<file path="config.mk">
export PLATFORM = sky130hd
export DESIGN_NAME = i2c_master_bit_engine
export DESIGN_NICKNAME = d
export VERILOG_FILES = /design/src/rtl/i2cm_pkg.sv /design/src/rtl/i2c_master_bit_engine.sv /design/src/rtl/i2cm_seq.sv
export VERILOG_INCLUDE_DIRS = /design/src /design/src/rtl
export SDC_FILE = /design/constraint.sdc
export NUM_CORES = 1
export LEC_CHECK = 0
export BUFFER_PORTS_ARGS = -buffer_cell sky130_fd_sc_hd__buf_2
export CORE_ASPECT_RATIO = 2
export CORE_UTILIZATION = 40
export DETAILED_ROUTE_END_ITERATION = 6
export GPL_TIMING_DRIVEN = 0
export PLACE_DENSITY = 0.68
export RECOVER_POWER = 100
export SYNTH_ARGS = -nofsm -noshare
export SYNTH_HDL_FRONTEND = slang
export SYNTH_SLANG_ARGS = --single-unit
</file>
<file path="constraint.sdc">
create_clock -name aclk -period 5.3 [get_ports aclk]
set_input_delay 0.265 -clock aclk [delete_from_list [all_inputs] [get_ports aclk]]
set_output_delay 0.265 -clock aclk [all_outputs]
set_load 0.1 [all_outputs]
</file>
<file path="src/rtl/i2c_master_bit_engine_defines.svh">
// Assertion macros for the I2C master bit engine.
// Included by the top level; expects a clock aclk and reset aresetn in scope.
`ifndef I2C_MASTER_BIT_ENGINE_DEFINES_SVH
`define I2C_MASTER_BIT_ENGINE_DEFINES_SVH

// Property checked every cycle outside reset
`define I2CM_ASSERT(label, prop, msg) \
    label: assert property (@(posedge aclk) disable iff (!aresetn) (prop)) else $error(msg);

// Property that must hold in the cycle after a trigger
`define I2CM_ASSERT_NEXT(label, trig, prop, msg) \
    label: assert property (@(posedge aclk) disable iff (!aresetn) (trig) |=> (prop)) \
        else $error(msg);

`endif

</file>
<file path="src/rtl/i2cm_pkg.sv">
// Shared types and constants of the I2C master bit engine.
// No dependencies; used by i2cm_seq and i2c_master_bit_engine.
package i2cm_pkg;

    // Command codes
    localparam logic [2:0] MODE_START = 3'd0;
    localparam logic [2:0] MODE_STOP  = 3'd1;
    localparam logic [2:0] MODE_WRITE = 3'd2;
    localparam logic [2:0] MODE_READ  = 3'd3;
    localparam logic [2:0] MODE_WAIT  = 3'd4;

    // Configuration register indexes
    localparam logic CFG_UNIT_TICKS  = 1'b0;
    localparam logic CFG_ACK_TIMEOUT = 1'b1;

    // Reset values and sizes
    localparam logic [15:0] UNIT_TICKS_RST  = 16'd100;
    localparam logic [7:0]  ACK_TIMEOUT_RST = 8'd250;
    localparam int          DELAY_BITS_DEF  = 24;
    localparam logic [3:0]  BYTE_BITS       = 4'd8;

    // Sequencer phases
    typedef enum logic [4:0] {
        PH_IDLE, PH_ST_FALL, PH_ST_END, PH_SP_RISE, PH_SP_END,
        PH_WR_RISE, PH_WR_FALL, PH_WR_NEXT, PH_RD_RISE, PH_RD_NEXT,
        PH_AK_RISE, PH_AK_END, PH_WA_RISE, PH_WA_POLL
    } phase_t;

    // Hold length requested by a step, in delay units
    typedef enum logic [1:0] {
        HOLD_NONE, HOLD_1, HOLD_2, HOLD_4
    } hold_t;

    // One result word
    typedef struct packed {
        logic       scl;
        logic       sda_out;
        logic       sda_drive;
        logic       busy_res;
        logic       done_res;
        logic [7:0] rdata;
        logic       ack_error;
    } res_t;

endpackage

</file>
<file path="src/rtl/i2c_master_bit_engine.sv">
// I2C master bit engine: one input word is one bus tick, one result word per tick.
// A tick's result is registered in the output register, or in the skid entry while that one holds an unread result.
// Throughput: one tick per cycle; a two-entry output buffer keeps s_ready high
// while one result waits, so input stalls only when both entries are full.
// Reset (aresetn, synchronous, low): idle, SCL and SDA high and driven,
// unit_ticks 100, ack_timeout 250, output buffer empty.
`include "i2c_master_bit_engine_defines.svh"

module i2c_master_bit_engine
    import i2cm_pkg::*;
#(
    parameter int DELAY_BITS = DELAY_BITS_DEF
) (
    input  logic        aclk,
    input  logic        aresetn,
    // configuration writes
    input  logic        cfg_we,
    input  logic        cfg_index,
    input  logic [15:0] cfg_wdata,
    // tick input
    input  logic        s_valid,
    output logic        s_ready,
    input  logic        s_cmd_valid,
    input  logic [2:0]  s_mode,
    input  logic [7:0]  s_wdata,
    input  logic        s_ack_bit,
    input  logic        s_sda_in,
    // result output
    output logic        m_valid,
    input  logic        m_ready,
    output logic        m_scl,
    output logic        m_sda_out,
    output logic        m_sda_drive,
    output logic        m_busy_res,
    output logic        m_done_res,
    output logic [7:0]  m_rdata,
    output logic        m_ack_error
);

    logic [15:0] unit_ticks_reg;
    logic [7:0]  ack_timeout_reg;
    logic        out_valid_reg, skid_valid_reg;
    res_t        out_res_reg, skid_res_reg;
    res_t        seq_res;
    logic        accept, pop;

    assign s_ready = !skid_valid_reg;
    assign accept  = s_valid && s_ready;
    assign pop     = out_valid_reg && m_ready;

    // Configuration registers
    always_ff @(posedge aclk) begin
        if (!aresetn) begin
            unit_ticks_reg  <= UNIT_TICKS_RST;
            ack_timeout_reg <= ACK_TIMEOUT_RST;
        end else if (cfg_we) begin
            unique case (cfg_index)
                CFG_UNIT_TICKS:  unit_ticks_reg  <= cfg_wdata;
                CFG_ACK_TIMEOUT: ack_timeout_reg <= cfg_wdata[7:0];
                default:         unit_ticks_reg  <= unit_ticks_reg;
            endcase
        end
    end

    i2cm_seq #(
        .DELAY_BITS (DELAY_BITS)
    ) u_seq (
        .aclk        (aclk),
        .aresetn     (aresetn),
        .step        (accept),
        .cmd_valid   (s_cmd_valid),
        .mode        (s_mode),
        .wdata       (s_wdata),
        .ack_bit     (s_ack_bit),
        .sda_in      (s_sda_in),
        .unit_ticks  (unit_ticks_reg),
        .ack_timeout (ack_timeout_reg),
        .res         (seq_res)
    );

    // Output buffer: main register plus skid entry
    always_ff @(posedge aclk) begin
        if (!aresetn) begin
            out_valid_reg  <= 1'b0;
            skid_valid_reg <= 1'b0;
        end else begin
            if (skid_valid_reg) begin
                // drain the skid entry into the main register
                if (pop) begin
                    skid_valid_reg <= 1'b0;
                end
            end else if (accept) begin
                if (out_valid_reg && !pop) begin
                    skid_valid_reg <= 1'b1;
                end else begin
                    out_valid_reg <= 1'b1;
                end
            end else if (pop) begin
                out_valid_reg <= 1'b0;
            end
        end
    end

    // Result words
    always_ff @(posedge aclk) begin
        if (skid_valid_reg) begin
            if (pop) begin
                out_res_reg <= skid_res_reg;
            end
        end else if (accept) begin
            if (out_valid_reg && !pop) begin
                skid_res_reg <= seq_res;
            end else begin
                out_res_reg <= seq_res;
            end
        end
    end

    assign m_valid     = out_valid_reg;
    assign m_scl       = out_res_reg.scl;
    assign m_sda_out   = out_res_reg.sda_out;
    assign m_sda_drive = out_res_reg.sda_drive;
    assign m_busy_res  = out_res_reg.busy_res;
    assign m_done_res  = out_res_reg.done_res;
    assign m_rdata     = out_res_reg.rdata;
    assign m_ack_error = out_res_reg.ack_error;

    // Checks
    `I2CM_ASSERT(a_skid_behind_out, !skid_valid_reg || out_valid_reg,
        "skid entry holds a word while the output register is empty")
    `I2CM_ASSERT(a_done_not_busy, !(out_valid_reg && out_res_reg.done_res) || !out_res_reg.busy_res,
        "completion word still reports busy")
    `I2CM_ASSERT_NEXT(a_stall_to_skid, accept && out_valid_reg && !m_ready, skid_valid_reg,
        "word accepted during an output stall was not parked in the skid entry")

endmodule

</file>
<file path="src/rtl/i2cm_seq.sv">
// Bus sequencer of the I2C master bit engine: phase, line, shift and delay state.
// Depends on i2cm_pkg; advances one tick per step and presents the tick's result.
module i2cm_seq
    import i2cm_pkg::*;
#(
    parameter int DELAY_BITS = DELAY_BITS_DEF
) (
    input  logic        aclk,
    input  logic        aresetn,
    input  logic        step,
    input  logic        cmd_valid,
    input  logic [2:0]  mode,
    input  logic [7:0]  wdata,
    input  logic        ack_bit,
    input  logic        sda_in,
    input  logic [15:0] unit_ticks,
    input  logic [7:0]  ack_timeout,
    output res_t        res
);

    localparam int PW = (DELAY_BITS > 18) ? DELAY_BITS : 18;
    localparam logic [PW-1:0] DMAX = PW'((64'd1 << DELAY_BITS) - 64'd1);

    phase_t                phase_reg, phase_next;
    logic [3:0]            bit_idx_reg, bit_idx_next;
    logic [7:0]            shifter_reg, shifter_next;
    logic [DELAY_BITS-1:0] delay_reg, delay_next;
    logic [7:0]            poll_reg, poll_next;
    logic                  scl_reg, scl_next;
    logic                  sda_reg, sda_next;
    logic                  drv_reg, drv_next;
    logic [7:0]            rdata_reg, rdata_next;
    logic                  err_reg, err_next;
    logic                  ack_latch_reg, ack_latch_next;

    logic                  idle, counting, fire, done_c;
    hold_t                 hold_sel;
    logic [1:0]            hold_shift;
    logic [PW-1:0]         prod;
    logic [DELAY_BITS-1:0] hold_val;

    // Tick classification: idle, still holding, or running the due step
    assign idle     = (phase_reg == PH_IDLE);
    assign counting = !idle && (delay_reg > DELAY_BITS'(1));
    assign fire     = !idle && !counting;

    // Hold length: units times unit_ticks, saturated to the counter
    always_comb begin
        unique case (hold_sel)
            HOLD_2:  hold_shift = 2'd1;
            HOLD_4:  hold_shift = 2'd2;
            default: hold_shift = 2'd0;
        endcase
    end
    assign prod     = PW'(unit_ticks) << hold_shift;
    assign hold_val = (prod > DMAX) ? DMAX[DELAY_BITS-1:0] : prod[DELAY_BITS-1:0];

    // Next phase and completion
    always_comb begin
        phase_next = phase_reg;
        done_c     = 1'b0;
        if (idle) begin
            if (cmd_valid) begin
                unique case (mode)
                    MODE_START: phase_next = PH_ST_FALL;
                    MODE_STOP:  phase_next = PH_SP_RISE;
                    MODE_WRITE: phase_next = PH_WR_RISE;
                    MODE_READ:  phase_next = PH_RD_RISE;
                    MODE_WAIT:  phase_next = PH_WA_RISE;
                    default:    phase_next = PH_IDLE;
                endcase
            end
        end else if (fire) begin
            unique case (phase_reg)
                PH_ST_FALL: phase_next = PH_ST_END;
                PH_ST_END: begin
                    phase_next = PH_IDLE;
                    done_c     = 1'b1;
                end
                PH_SP_RISE: phase_next = PH_SP_END;
                PH_SP_END: begin
                    phase_next = PH_IDLE;
                    done_c     = 1'b1;
                end
                PH_WR_RISE: phase_next = PH_WR_FALL;
                PH_WR_FALL: phase_next = PH_WR_NEXT;
                PH_WR_NEXT: begin
                    if (bit_idx_reg >= BYTE_BITS) begin
                        phase_next = PH_IDLE;
                        done_c     = 1'b1;
                    end else begin
                        phase_next = PH_WR_RISE;
                    end
                end
                PH_RD_RISE: phase_next = PH_RD_NEXT;
                PH_RD_NEXT: begin
                    phase_next = (bit_idx_reg < BYTE_BITS) ? PH_RD_RISE : PH_AK_RISE;
                end
                PH_AK_RISE: phase_next = PH_AK_END;
                PH_AK_END: begin
                    phase_next = PH_IDLE;
                    done_c     = 1'b1;
                end
                PH_WA_RISE: phase_next = PH_WA_POLL;
                PH_WA_POLL: begin
                    if (!sda_in) begin
                        phase_next = PH_IDLE;
                        done_c     = 1'b1;
                    end else if (poll_reg >= ack_timeout) begin
                        phase_next = PH_SP_RISE;
                    end
                end
                default: phase_next = PH_IDLE;
            endcase
        end
    end

    // Line, shift, counter and flag updates
    always_comb begin
        bit_idx_next   = bit_idx_reg;
        shifter_next   = shifter_reg;
        poll_next      = poll_reg;
        scl_next       = scl_reg;
        sda_next       = sda_reg;
        drv_next       = drv_reg;
        rdata_next     = rdata_reg;
        err_next       = err_reg;
        ack_latch_next = ack_latch_reg;
        hold_sel       = HOLD_NONE;
        if (idle) begin
            if (cmd_valid) begin
                unique case (mode)
                    MODE_START: begin
                        drv_next = 1'b1;
                        sda_next = 1'b1;
                        scl_next = 1'b1;
                        hold_sel = HOLD_4;
                    end
                    MODE_STOP: begin
                        drv_next = 1'b1;
                        scl_next = 1'b0;
                        sda_next = 1'b0;
                        hold_sel = HOLD_4;
                    end
                    MODE_WRITE: begin
                        drv_next     = 1'b1;
                        scl_next     = 1'b0;
                        bit_idx_next = '0;
                        sda_next     = wdata[7];
                        shifter_next = {wdata[6:0], 1'b0};
                        hold_sel     = HOLD_2;
                    end
                    MODE_READ: begin
                        drv_next       = 1'b0;
                        ack_latch_next = ack_bit;
                        shifter_next   = '0;
                        bit_idx_next   = '0;
                        scl_next       = 1'b0;
                        hold_sel       = HOLD_2;
                    end
                    MODE_WAIT: begin
                        drv_next  = 1'b0;
                        sda_next  = 1'b1;
                        poll_next = '0;
                        err_next  = 1'b0;
                        hold_sel  = HOLD_1;
                    end
                    default: begin
                        hold_sel = HOLD_NONE;
                    end
                endcase
            end
        end else if (fire) begin
            unique case (phase_reg)
                PH_ST_FALL: begin
                    sda_next = 1'b0;
                    hold_sel = HOLD_4;
                end
                PH_ST_END: scl_next = 1'b0;
                PH_SP_RISE: begin
                    scl_next = 1'b1;
                    sda_next = 1'b1;
                    hold_sel = HOLD_4;
                end
                PH_WR_RISE: begin
                    scl_next = 1'b1;
                    hold_sel = HOLD_2;
                end
                PH_WR_FALL: begin
                    scl_next     = 1'b0;
                    bit_idx_next = bit_idx_reg + 4'd1;
                    hold_sel     = HOLD_2;
                end
                PH_WR_NEXT: begin
                    if (bit_idx_reg < BYTE_BITS) begin
                        sda_next     = shifter_reg[7];
                        shifter_next = {shifter_reg[6:0], 1'b0};
                        hold_sel     = HOLD_2;
                    end
                end
                PH_RD_RISE: begin
                    scl_next     = 1'b1;
                    shifter_next = {shifter_reg[6:0], sda_in};
                    bit_idx_next = bit_idx_reg + 4'd1;
                    hold_sel     = HOLD_1;
                end
                PH_RD_NEXT: begin
                    scl_next = 1'b0;
                    hold_sel = HOLD_2;
                    if (bit_idx_reg >= BYTE_BITS) begin
                        // byte complete: latch it and drive the ACK choice
                        rdata_next = shifter_reg;
                        drv_next   = 1'b1;
                        sda_next   = !ack_latch_reg;
                    end
                end
                PH_AK_RISE: begin
                    scl_next = 1'b1;
                    hold_sel = HOLD_2;
                end
                PH_AK_END: scl_next = 1'b0;
                PH_WA_RISE: begin
                    scl_next = 1'b1;
                    hold_sel = HOLD_1;
                end
                PH_WA_POLL: begin
                    if (!sda_in) begin
                        scl_next = 1'b0;
                    end else if (poll_reg >= ack_timeout) begin
                        // timeout: flag and fall into the stop sequence
                        err_next = 1'b1;
                        drv_next = 1'b1;
                        scl_next = 1'b0;
                        sda_next = 1'b0;
                        hold_sel = HOLD_4;
                    end else begin
                        poll_next = poll_reg + 8'd1;
                    end
                end
                default: hold_sel = HOLD_NONE;
            endcase
        end
    end

    // Delay counter: load a new hold, count down, or clear on the step tick
    always_comb begin
        if (hold_sel != HOLD_NONE) begin
            delay_next = hold_val;
        end else if (counting) begin
            delay_next = delay_reg - DELAY_BITS'(1);
        end else if (fire) begin
            delay_next = '0;
        end else begin
            delay_next = delay_reg;
        end
    end

    // Result of this tick: state after the update
    always_comb begin
        res.scl       = scl_next;
        res.sda_out   = sda_next;
        res.sda_drive = drv_next;
        res.busy_res  = (phase_next != PH_IDLE);
        res.done_res  = done_c;
        res.rdata     = rdata_next;
        res.ack_error = err_next;
    end

    // State registers, advanced once per accepted tick
    always_ff @(posedge aclk) begin
        if (!aresetn) begin
            phase_reg     <= PH_IDLE;
            bit_idx_reg   <= '0;
            shifter_reg   <= '0;
            delay_reg     <= '0;
            poll_reg      <= '0;
            scl_reg       <= 1'b1;
            sda_reg       <= 1'b1;
            drv_reg       <= 1'b1;
            rdata_reg     <= '0;
            err_reg       <= 1'b0;
            ack_latch_reg <= 1'b0;
        end else if (step) begin
            phase_reg     <= phase_next;
            bit_idx_reg   <= bit_idx_next;
            shifter_reg   <= shifter_next;
            delay_reg     <= delay_next;
            poll_reg      <= poll_next;
            scl_reg       <= scl_next;
            sda_reg       <= sda_next;
            drv_reg       <= drv_next;
            rdata_reg     <= rdata_next;
            err_reg       <= err_next;
            ack_latch_reg <= ack_latch_next;
        end
    end

endmodule

</file>
==> impl_metrics.json, run 1 <==
{
  "dieArea_um2": 16700,
  "grt_usage": 0.240,
  "critical_path_arrival_ns": 4.32,
  "yosysWarnings": 0,
  "power_leakage_nw": 2.73,
  "coreArea_um2": 15800,
  "die_w_um": 92,
  "whs_endpoint": "skid_valid_reg$_SDFF_PN0_",
  "first_iter_violations": 345,
  "grt_pass1_wl_mm": 30.7,
  "drc": 1,
  "fin_nets": 904,
  "timing.rr.start": "u_seq.poll_reg[0]$_SDFFE_PN0P_",
  "num-fill-cells": 1616,
  "synthSimpleGateAreaFrac": 0.269,
  "grt_pass1_vias": 6181,
  "synth_seq_cells": 116,
  "cpMaxStageDelayCell": "a2111oi_0",
  "synth_fa_ha_area_frac": 0.0266,
  "die_y_um": 182,
  "layout_setup_ws_ns": 1.25,
  "synth_cells": 789,
  "outcome": "finished with violations",
  "worstMarginPinSlew_ns": 1.35,
  "maxCapViolations": 0,
  "cts_tree": "built",
  "initial_core_util": 0.411,
  "end_kind": "flip-flop",
  "ant_nets": 0,
  "hold_viol": 0,
  "dp_cells": 1037,
  "post_synth_num_cell_types": 78,
  "grt_start_max_net_pins": 17,
  "cts_root_buf": "clkbuf_16",
  "netlist.area_leader.share": 0.272,
  "synth_top_family_by_area": "simple AND/OR/NAND/NOR gates",
  "cts.clk_slew.worst_paths_ns": 0.06,
  "syn_nets": 838,
  "crit_chain": "inv_1, ha_1, nand2b_1, a2111oi_0, nor3_1, nor4b_1, or2_1, clkbuf_1, mux2i_1, o22ai_1",
  "synth_ff_type": "dfxtp_1",
  "setup_viol": 0,
  "cts_buffer_depth": 2,
  "violations": "design-rule violations",
  "hpwl_mm": 14.8,
  "cts.sinks": 116,
  "slew_headroom": 0.0977,
  "dr.pass1.iters": 7,
  "crit_type": "flip-flop to flip-flop",
  "synth-xor-area-share": 0.0257,
  "r2r_end": "u_seq.delay_reg[16]$_SDFFE_PN0P_",
  "cp.required_ns": 5.57,
  "wl_per_cell_um": 18.0,
  "synth_compound_area_frac": 0.179,
  "drt_wl_total_mm": 19.3,
  "antenna_found_initial": 0,
  "rrSetupSlack_ns": 1.25,
  "power_density_nw_per_um2": 386,
  "finalClockSkew_ns": 0.0134,
  "synth_area_leaders": "dfxtp_1, edfxtp_1, nand2_1",
  "row_count": 65,
  "hold_class": "primary input to flip-flop",
  "syn_to_final_growth_pct": 14.8,
  "ios": 52,
  "max_stage_delay_ns": 0.94,
  "hold_buffers": 0,
  "avgSynthCellArea_um2": 8.21,
  "pre_cts_ws_ns": 1.61,
  "clock_latency_ns": 0.43,
  "gp_congestion": 0.955,
  "synth-edff-count": 28,
  "final_min_period_over_clock_period": 0.765,
  "postCtsResizedCells": 0,
  "start_kind": "flip-flop",
  "largest_reg_flops": 24,
  "rsz0062_at_grt": "no",
  "postCtsSetupBuffers": 0,
  "cp_max_fo": 8,
  "ys_async_sr_fraction": 0,
  "tns_ns": 0,
  "antennaDiodeCount": 0,
  "yosysSeqAreaShare": 0.402,
  "hold_start": "m_ready",
  "viasPerCell": 5.77,
  "final_cells": 1069,
  "cts.htree.levels": 4,
  "synth.area.mux_share": 0.0485,
  "synth.cell_area_um2": 6480,
  "final_layout_size_suffix_gt1_frac": 0.103,
  "num_vias": 6173,
  "max_freq_mhz": 247,
  "synth_top_cell_by_area": "dfxtp_1",
  "grt_overflow": 0,
  "ir_drop_mv": 0.214,
  "fin_crit_ns": 4.05,
  "finalMaxSlewViolations": 0,
  "numCtsBuffers": 17,
  "whs_path_depth": 2,
  "r2r_cells": 10,
  "portBuffers": 47
}
critical path: cells and delay by family, from the launching register on:
| kind | cells | cell delay, ns |
|---|---|---|
| multiplexers | 1 | 0.25 |
| buffers and inverters | 2 | 0.57 |
| flip-flops | 1 | 0.38 |
| AND/OR/NAND/NOR | 4 | 1.39 |
| AO/OA/AOI/OAI | 2 | 1.05 |
| adder cells (fa/ha/maj) | 1 | 0.26 |
synth_stat cells (4+ instances only):
cell type / number
o211ai_1: 13
xor2_1: 8
xnor2_1: 11
nor2_1: 84
clkbuf_1: 43
edfxtp_1: 28
and2_1: 4
mux2i_1: 10
a311oi_1: 7
nand4_1: 16
and3_1: 5
o21a_1: 7
buf_2: 7
ha_1: 13
nor3b_1: 7
mux2_2: 19
nor4_1: 9
nand3_1: 33
or3_1: 7
nor2b_1: 8
nand2b_1: 11
nor3_1: 29
nand2_1: 108
inv_1: 23
a31oi_1: 10
dfxtp_1: 88
or4_1: 5
o21ai_0: 50
o22ai_1: 5
a21oi_1: 49
area by class of cell:
cell class                      instances  area (µm²)  area share
Sequential cell                       116        2600       0.350
Inverter                               24        90.1      0.0121
Timing Repair Buffer                   47         214      0.0288
Multi-Input combinational cell        594        3500       0.471
Buffer                                 55         219      0.0294
Tap cell                              201         251      0.0338
Clock inverter                         14         130      0.0175
Clock buffer                           18         429      0.0577
logic make-up after synthesis:
| kind of cell | Yosys count |
|---|---|
| XOR/XNOR | 19 |
| buffers and inverters | 79 |
| multiplexers | 29 |
| AO/OA/AOI/OAI | 180 |
| AND/OR/NAND/NOR | 352 |
| adder cells (fa/ha/maj) | 14 |
| flip-flops | 116 |
layer usage:
| metal | vias to the layer above | part of all wire | GRT usage |
|---|---|---|---|
| met1 | 2909 | 0.33 | 0.210 |
| met2 | 217 | 0.55 | 0.458 |
| met5 | - | 0 | 0 |
| met3 | 89 | 0.045 | 0.0410 |
| met4 | 0 | 0.077 | 0.202 |
| li1 | 2958 | - | - |
placed cells by master, fill, tap and decap left out, types with 8 or more instances in the layout:
cell,count
nor3_1,29
xnor2_1,11
clkbuf_16,17
nand3_1,34
nor4_1,10
mux2_2,11
nand2b_1,11
a21oi_1,49
nor2_1,86
mux2_1,8
nor2b_1,8
xor2_1,8
nand4_1,17
clkbuf_1,66
edfxtp_1,28
o211ai_1,13
ha_1,13
inv_1,23
nand2_1,108
o21ai_0,52
a31oi_1,10
dfxtp_1,88
buf_2,34
mux2i_1,10
power by group:
part | switching (mW) | total (mW) | internal [mW]
logic | 0.524 | 0.750 | 0.226
registers | 0.0503 | 1.02 | 0.975
clock network | 0.450 | 1.10 | 0.648
stage by stage:
stage	power (mW)	area (µm²)	utilization	hold slack (ns)
2_1_floorplan	1.62	6480	-	0.367
3_3_place_gp	1.80	6970	0.442	0.447
3_5_place_dp	1.81	6970	0.442	0.451
4_1_cts	2.91	7530	0.477	0.0235
5_1_grt	2.99	7440	0.471	0.0395
6_report	2.87	7440	0.471	0.0329
worst max-delay path by stage:
stage / from / to / slack (ns)
final: u_seq.poll_reg[0]$_SDFFE_PN0P_ / u_seq.delay_reg[16]$_SDFFE_PN0P_ / 1.25
after detailed placement: u_seq.poll_reg[0]$_SDFFE_PN0P_ / u_seq.delay_reg[8]$_SDFFE_PN0P_ / 1.61
after global placement: u_seq.poll_reg[0]$_SDFFE_PN0P_ / u_seq.delay_reg[9]$_SDFFE_PN0P_ / 1.72
after CTS: u_seq.poll_reg[0]$_SDFFE_PN0P_ / u_seq.delay_reg[8]$_SDFFE_PN0P_ / 1.56
after global routing: u_seq.poll_reg[0]$_SDFFE_PN0P_ / u_seq.delay_reg[16]$_SDFFE_PN0P_ / 0.96
after floorplan: u_seq.poll_reg[0]$_SDFFE_PN0P_ / u_seq.delay_reg[10]$_SDFFE_PN0P_ / 2.48
Power figures use the tool's default switching activity.
==> run 2: changes to the inputs <==
ABC_AREA = 1   (was not set)
PLACE_DENSITY = 0.7   (was 0.68)
clock period = 3.7 ns   (was 5.3 ns; I/O delays follow)
==> impl_metrics.json, run 2 <==
{
  "outcome": "finished clean",
  "yosysWarnings": 0,
  "end_kind": "flip-flop",
  "postCtsResizedCells": 0,
  "critical_path_arrival_ns": 3.33,
  "postCtsSetupBuffers": 0,
  "grt_pass1_vias": 6794,
  "syn_nets": 1051,
  "rsz0062_at_grt": "no",
  "cts.sinks": 116,
  "die_y_um": 190,
  "ir_drop_mv": 0.437,
  "num_vias": 6850,
  "whs_endpoint": "unit_ticks_reg[6]$_SDFFE_PN1P_",
  "crit_buf_inv": 3,
  "grt_pass1_wl_mm": 33.8,
  "slew_headroom": 0.220,
  "synth_seq_cells": 116,
  "final_layout_size_suffix_gt1_frac": 0.133,
  "max_stage_delay_ns": 0.33,
  "gp_congestion": 0.988,
  "ios": 52,
  "postPlaceCellArea_um2": 7570,
  "setup_viol": 0,
  "tns_ns": 0,
  "drc": 0,
  "crit_type": "flip-flop to flip-flop",
  "largest_reg_flops": 24,
  "power_density_nw_per_um2": 513,
  "whs_path_depth": 3,
  "hpwl_mm": 16.5,
  "syn_to_final_growth_pct": 15.7,
  "layout_commonest_cell": "nand2_1",
  "synth_ff_type": "dfxtp_1",
  "synth_area_leaders": "dfxtp_1, edfxtp_1, nand2_1",
  "grt_usage": 0.252,
  "antennaDiodeCount": 0,
  "drt_wl_total_mm": 21.2,
  "antenna_found_initial": 0,
  "power_mw": 4.18,
  "maxCapViolations": 0,
  "fin_nets": 1130,
  "wl_per_cell_um": 16.3,
  "cts_root_buf": "clkbuf_16",
  "synth_top_cell_by_area": "dfxtp_1",
  "synth_cells": 1002,
  "cts_buffer_depth": 2,
  "mostFrequentLayoutCells": "nand2_1, nor2_1, inv_1",
  "ys_async_sr_fraction": 0,
  "power_leakage_nw": 3.69,
  "first_iter_violations": 283,
  "hold_viol": 0,
  "coreArea_um2": 17300,
  "initial_core_util": 0.408,
  "rrSetupSlack_ns": 0.74,
  "ant_nets": 0,
  "design_area_um2": 8160,
  "crit_cells": 13,
  "synth_most_common_cell": "nand2_1",
  "synth.cell_area_um2": 7050,
  "synthTopCellsByCount": "nand2_1, nor2_1, inv_1",
  "fin_crit_ns": 2.96,
  "hold_class": "primary input to flip-flop",
  "cts_tree": "built",
  "final_min_period_over_clock_period": 0.800,
  "start_kind": "flip-flop",
  "grt_overflow": 0,
  "grt_start_max_net_pins": 17,
  "hold_buffers": 9,
  "max_freq_mhz": 338,
  "cpMaxStageDelayCell": "dfxtp_1",
  "die_w_um": 95.9,
  "dr.pass1.iters": 5,
  "hold_start": "cfg_wdata[6]",
  "cts.htree.levels": 4,
  "finalClockSkew_ns": 0.0104,
  "cp_max_fo": 10,
  "post_synth_num_cell_types": 48,
  "synth-edff-count": 28,
  "dieArea_um2": 18200,
  "r2r_cells": 13,
  "cts.clk_slew.worst_paths_ns": 0.06,
  "worstMarginPinSlew_ns": 1.17,
  "finalMaxSlewViolations": 0,
  "cp.required_ns": 4.07,
  "path_delay_family": "simple AND/OR/NAND/NOR gates",
  "row_count": 68,
  "portBuffers": 51,
  "avgSynthCellArea_um2": 7.04,
  "viasPerCell": 5.25,
  "netlist.area_leader.share": 0.250,
  "r2r_end": "u_seq.delay_reg[14]$_SDFFE_PN0P_",
  "crit_chain": "inv_1, ha_1, o21ai_0, nor3_1, nand3_1, nor2_1, nand2_1, nand2_1, inv_4, nand2_4, buf_6, o21ai_0, a21oi_1",
  "timing.rr.start": "u_seq.delay_reg[0]$_SDFFE_PN0P_",
  "numCtsBuffers": 17,
  "clock_latency_ns": 0.43,
  "yosysSeqAreaShare": 0.369
}
-- run 2: changes by cell type after synthesis, sizes merged, moves of 10 or more --
cell,previous run,this run
nand2,108,244
inv,23,123
nor2,88,163
nand3,34,79
a21oi,49,75
clkbuf,43,19
mux2,19,0
nor3,30,17
o21ai,52,65
nand2b,11,0
mux2i,10,0
-- run 2: worst max path at each step --
stage | from | to | slack (ns)
after detailed placement | u_seq.poll_reg[5]$_SDFFE_PN0P_ | u_seq.delay_reg[13]$_SDFFE_PN0P_ | 1.00
after global placement | u_seq.poll_reg[5]$_SDFFE_PN0P_ | u_seq.delay_reg[13]$_SDFFE_PN0P_ | 1.05
after global routing | u_seq.delay_reg[0]$_SDFFE_PN0P_ | u_seq.delay_reg[13]$_SDFFE_PN0P_ | 0.44
final | u_seq.delay_reg[0]$_SDFFE_PN0P_ | u_seq.delay_reg[14]$_SDFFE_PN0P_ | 0.74
after floorplan | m_valid$_SDFFE_PN0P_ | m_ack_error$_DFFE_PP_ | 1.53
after CTS | u_seq.poll_reg[5]$_SDFFE_PN0P_ | u_seq.delay_reg[13]$_SDFFE_PN0P_ | 1.00
-- run 2: metal layers --
metal,wire (µm),track usage
met3,613,0.0332
met5,0,0
met2,11700,0.474
met4,2020,0.224
met1,6940,0.220
-- run 2: where the power goes --
| part | switching, mW | leakage (nW) | internal [mW] | total (mW) |
|---|---|---|---|---|
| Combinational | 0.710 | 2.41 | 0.293 | 1.00 |
| Clock | 0.694 | 0.294 | 1.02 | 1.71 |
| Sequential | 0.0734 | 0.986 | 1.39 | 1.47 |
| Total | 1.48 | 3.69 | 2.71 | 4.18 |
-- run 2: final cells by class --
class	instances	area, µm²
Timing Repair Buffer	60	323
Inverter	124	473
Clock buffer	17	425
Tap cell	210	263
Fill cell	1773	9110
Multi-Input combinational cell	726	3670
Sequential cell	116	2600
Clock inverter	15	181
Buffer	36	218
-- run 2: cells by family (layout without fill, tap and decap cells) --
kind of cell,Yosys count,count (layout),share of synthesized area
XOR/XNOR,17,17,0.0211
buffers and inverters,160,252,0.0994
adder cells (fa/ha/maj),13,13,0.0231
AO/OA/AOI/OAI,170,170,0.142
flip-flops,116,116,0.369
AND/OR/NAND/NOR,526,526,0.346
-- run 2: through the flow --
step / worst slack [ns] / utilization / instances / hold slack (ns)
global route: 0.440 / 0.472 / 1304 / 0.0225
global placement: 1.05 / 0.438 / 1263 / 0.409
detailed placement: 1.00 / 0.438 / 1263 / 0.421
floorplan: 1.53 / - / 1002 / 0.311
finish: 0.741 / 0.472 / 1304 / 0.0151
CTS: 1.00 / 0.479 / 1304 / 0.00125
-- run 2: worst reg2reg max path: cells and delay by family (launching register included) --
kind                       cells  cell delay [ns]
and+or+nand+nor                6             1.35
DFF                            1             0.33
AOI/OAI and AO/OA              3             0.60
buffers and inverters          3             0.32
adders and majority gates      1             0.29
==> run 3: changes to the inputs <==
clock period = 2.69 ns   (was 3.7 ns; I/O delays follow)
==> impl_metrics.json, run 3 (synthesis gave the netlist of run 2 again) <==
{
  "outcome": "finished clean",
  "die_w_um": 95.9,
  "grt_start_max_net_pins": 17,
  "portBuffers": 51,
  "tns_ns": 0,
  "hold-worst-slack_ns": 0.0159,
  "final_min_period_over_clock_period": 0.935,
  "power_leakage_nw": 3.75,
  "fin_util": 0.480,
  "end_kind": "flip-flop",
  "numCtsBuffers": 17,
  "worstMarginPinSlew_ns": 1.17,
  "cts.clk_slew.worst_paths_ns": 0.06,
  "cts_root_buf": "clkbuf_16",
  "setup_viol": 0,
  "cts_tree": "built",
  "start_kind": "flip-flop",
  "syn_to_final_growth_pct": 17.6,
  "first_iter_violations": 270,
  "slew_headroom": 0.220,
  "power_density_nw_per_um2": 697,
  "cts_buffer_depth": 2,
  "final_layout_size_suffix_gt1_frac": 0.147,
  "num-fill-cells": 1739,
  "viasPerCell": 5.23,
  "antennaDiodeCount": 0,
  "ios": 52,
  "cp.required_ns": 2.99,
  "fin_nets": 1137,
  "multi_input_area_um2": 3720,
  "dr.pass1.iters": 5,
  "antenna_found_initial": 0,
  "wl_per_cell_um": 16.3,
  "die_y_um": 190,
  "gp_congestion": 0.988,
  "initial_core_util": 0.408,
  "hold_viol": 0,
  "layout_commonest_cell": "nand2_1",
  "hpwl_mm": 16.5,
  "finalMaxSlewViolations": 0,
  "grt_pass1_vias": 6837,
  "maxCapViolations": 0,
  "cts.sinks": 116,
  "max_freq_mhz": 397,
  "dieArea_um2": 18200,
  "cts.htree.levels": 4,
  "num_vias": 6860,
  "ir_drop_mv": 0.601,
  "pre_cts_ws_ns": -0.00989,
  "finalClockSkew_ns": 0.00889,
  "hold_class": "primary input to flip-flop",
  "layout_setup_ws_ns": 0.174,
  "crit_type": "flip-flop to flip-flop",
  "largest_reg_flops": 24,
  "cp_max_fo": 6,
  "rsz0062_at_grt": "no",
  "ant_nets": 0,
  "grt_overflow": 0,
  "regArea_um2": 2600,
  "grt_usage": 0.252,
  "fin_crit_ns": 2.52,
  "clock_latency_ns": 0.43,
  "row_count": 68,
  "grt_pass1_wl_mm": 33.9,
  "drt_wl_total_mm": 21.4,
  "coreArea_um2": 17300,
  "mostFrequentLayoutCells": "nand2_1, nor2_1, inv_1",
  "drc": 0,
  "critical_path_arrival_ns": 2.82
}
==> run 3: cell types whose count changed in the layout (fill, tap and decap cells not counted), moves of 3 or more <==
cell           previous run  this run
clkbuf_2                  0         3
o21ai_1                   5         9
clkbuf_1                 40        36
dlygate4sd3_1             9        14
o21ai_0                  59        54
==> run 3: worst paths after layout <==
kind                                       start                          endpoint  slack, ns  cells after the start
setup / recovery  u_seq.poll_reg[5]$_SDFFE_PN0P_  u_seq.delay_reg[13]$_SDFFE_PN0P_       0.17                     13
hold / removal                     cfg_wdata[11]   unit_ticks_reg[11]$_SDFFE_PN0P_       0.02                      3
setup reg to reg  u_seq.poll_reg[5]$_SDFFE_PN0P_  u_seq.delay_reg[13]$_SDFFE_PN0P_       0.17                     13
hold reg to reg       u_seq.drv_reg$_SDFFE_PN1P_        u_seq.drv_reg$_SDFFE_PN1P_       0.47                      2
==> run 3: power breakdown <==
part / internal [mW] / switching, mW
Combinational: 0.417 / 0.989
Clock: 1.40 / 0.952
Sequential: 1.92 / 0.100
Total: 3.74 / 2.04
==> run 3: timing repair <==
| item | 4_1_cts | 5_1_grt |
|---|---|---|
| hold endpoints to repair | 20 | 0 |
| setup buffers | 0 | 2 |
| setup endpoints to repair | 1 | 39 |
| hold buffers | 14 | 0 |
| pin swaps | 0 | 0 |
| gates resized for setup | 1 | 9 |
==> run 3: per-stage QoR <==
step,cell area (µm²),cells,power [mW]
after floorplan,7050,1002,3.09
after global placement,7570,1263,3.43
after detailed placement,7570,1263,3.44
after CTS,8320,1309,5.81
after global routing,8290,1311,6.03
final,8290,1311,5.78
==> run 3: layout make-up <==
class / instances / area share
timing repair buffer: 67 / 0.0468
tap: 210 / 0.0317
buffer: 36 / 0.0279
inverter: 124 / 0.0576
clock buffer: 17 / 0.0513
multi-input combinational: 726 / 0.449
sequential: 116 / 0.314
clock inverter: 15 / 0.0219
==> run 3: worst max-delay path: stages, from the launching register on <==
cell     delay (ns)
dfxtp_1        0.40
ha_1           0.27
a21oi_1        0.14
nor2_1         0.05
nor2_1         0.17
nand3_1        0.21
nand2_2        0.14
nand2_2        0.08
nand2_2        0.13
nand2_2        0.11
nand2_2        0.15
nor2_1         0.05
o21ai_1        0.37
a21oi_1        0.12
==> run 3: per-layer routing <==
| metal | vias to the layer above | track usage | share of wire |
|---|---|---|---|
| met5 | - | 0 | 0 |
| met2 | 190 | 0.476 | 0.55 |
| met1 | 3144 | 0.219 | 0.33 |
| met3 | 95 | 0.0336 | 0.024 |
| met4 | 0 | 0.226 | 0.093 |
| li1 | 3431 | - | - |
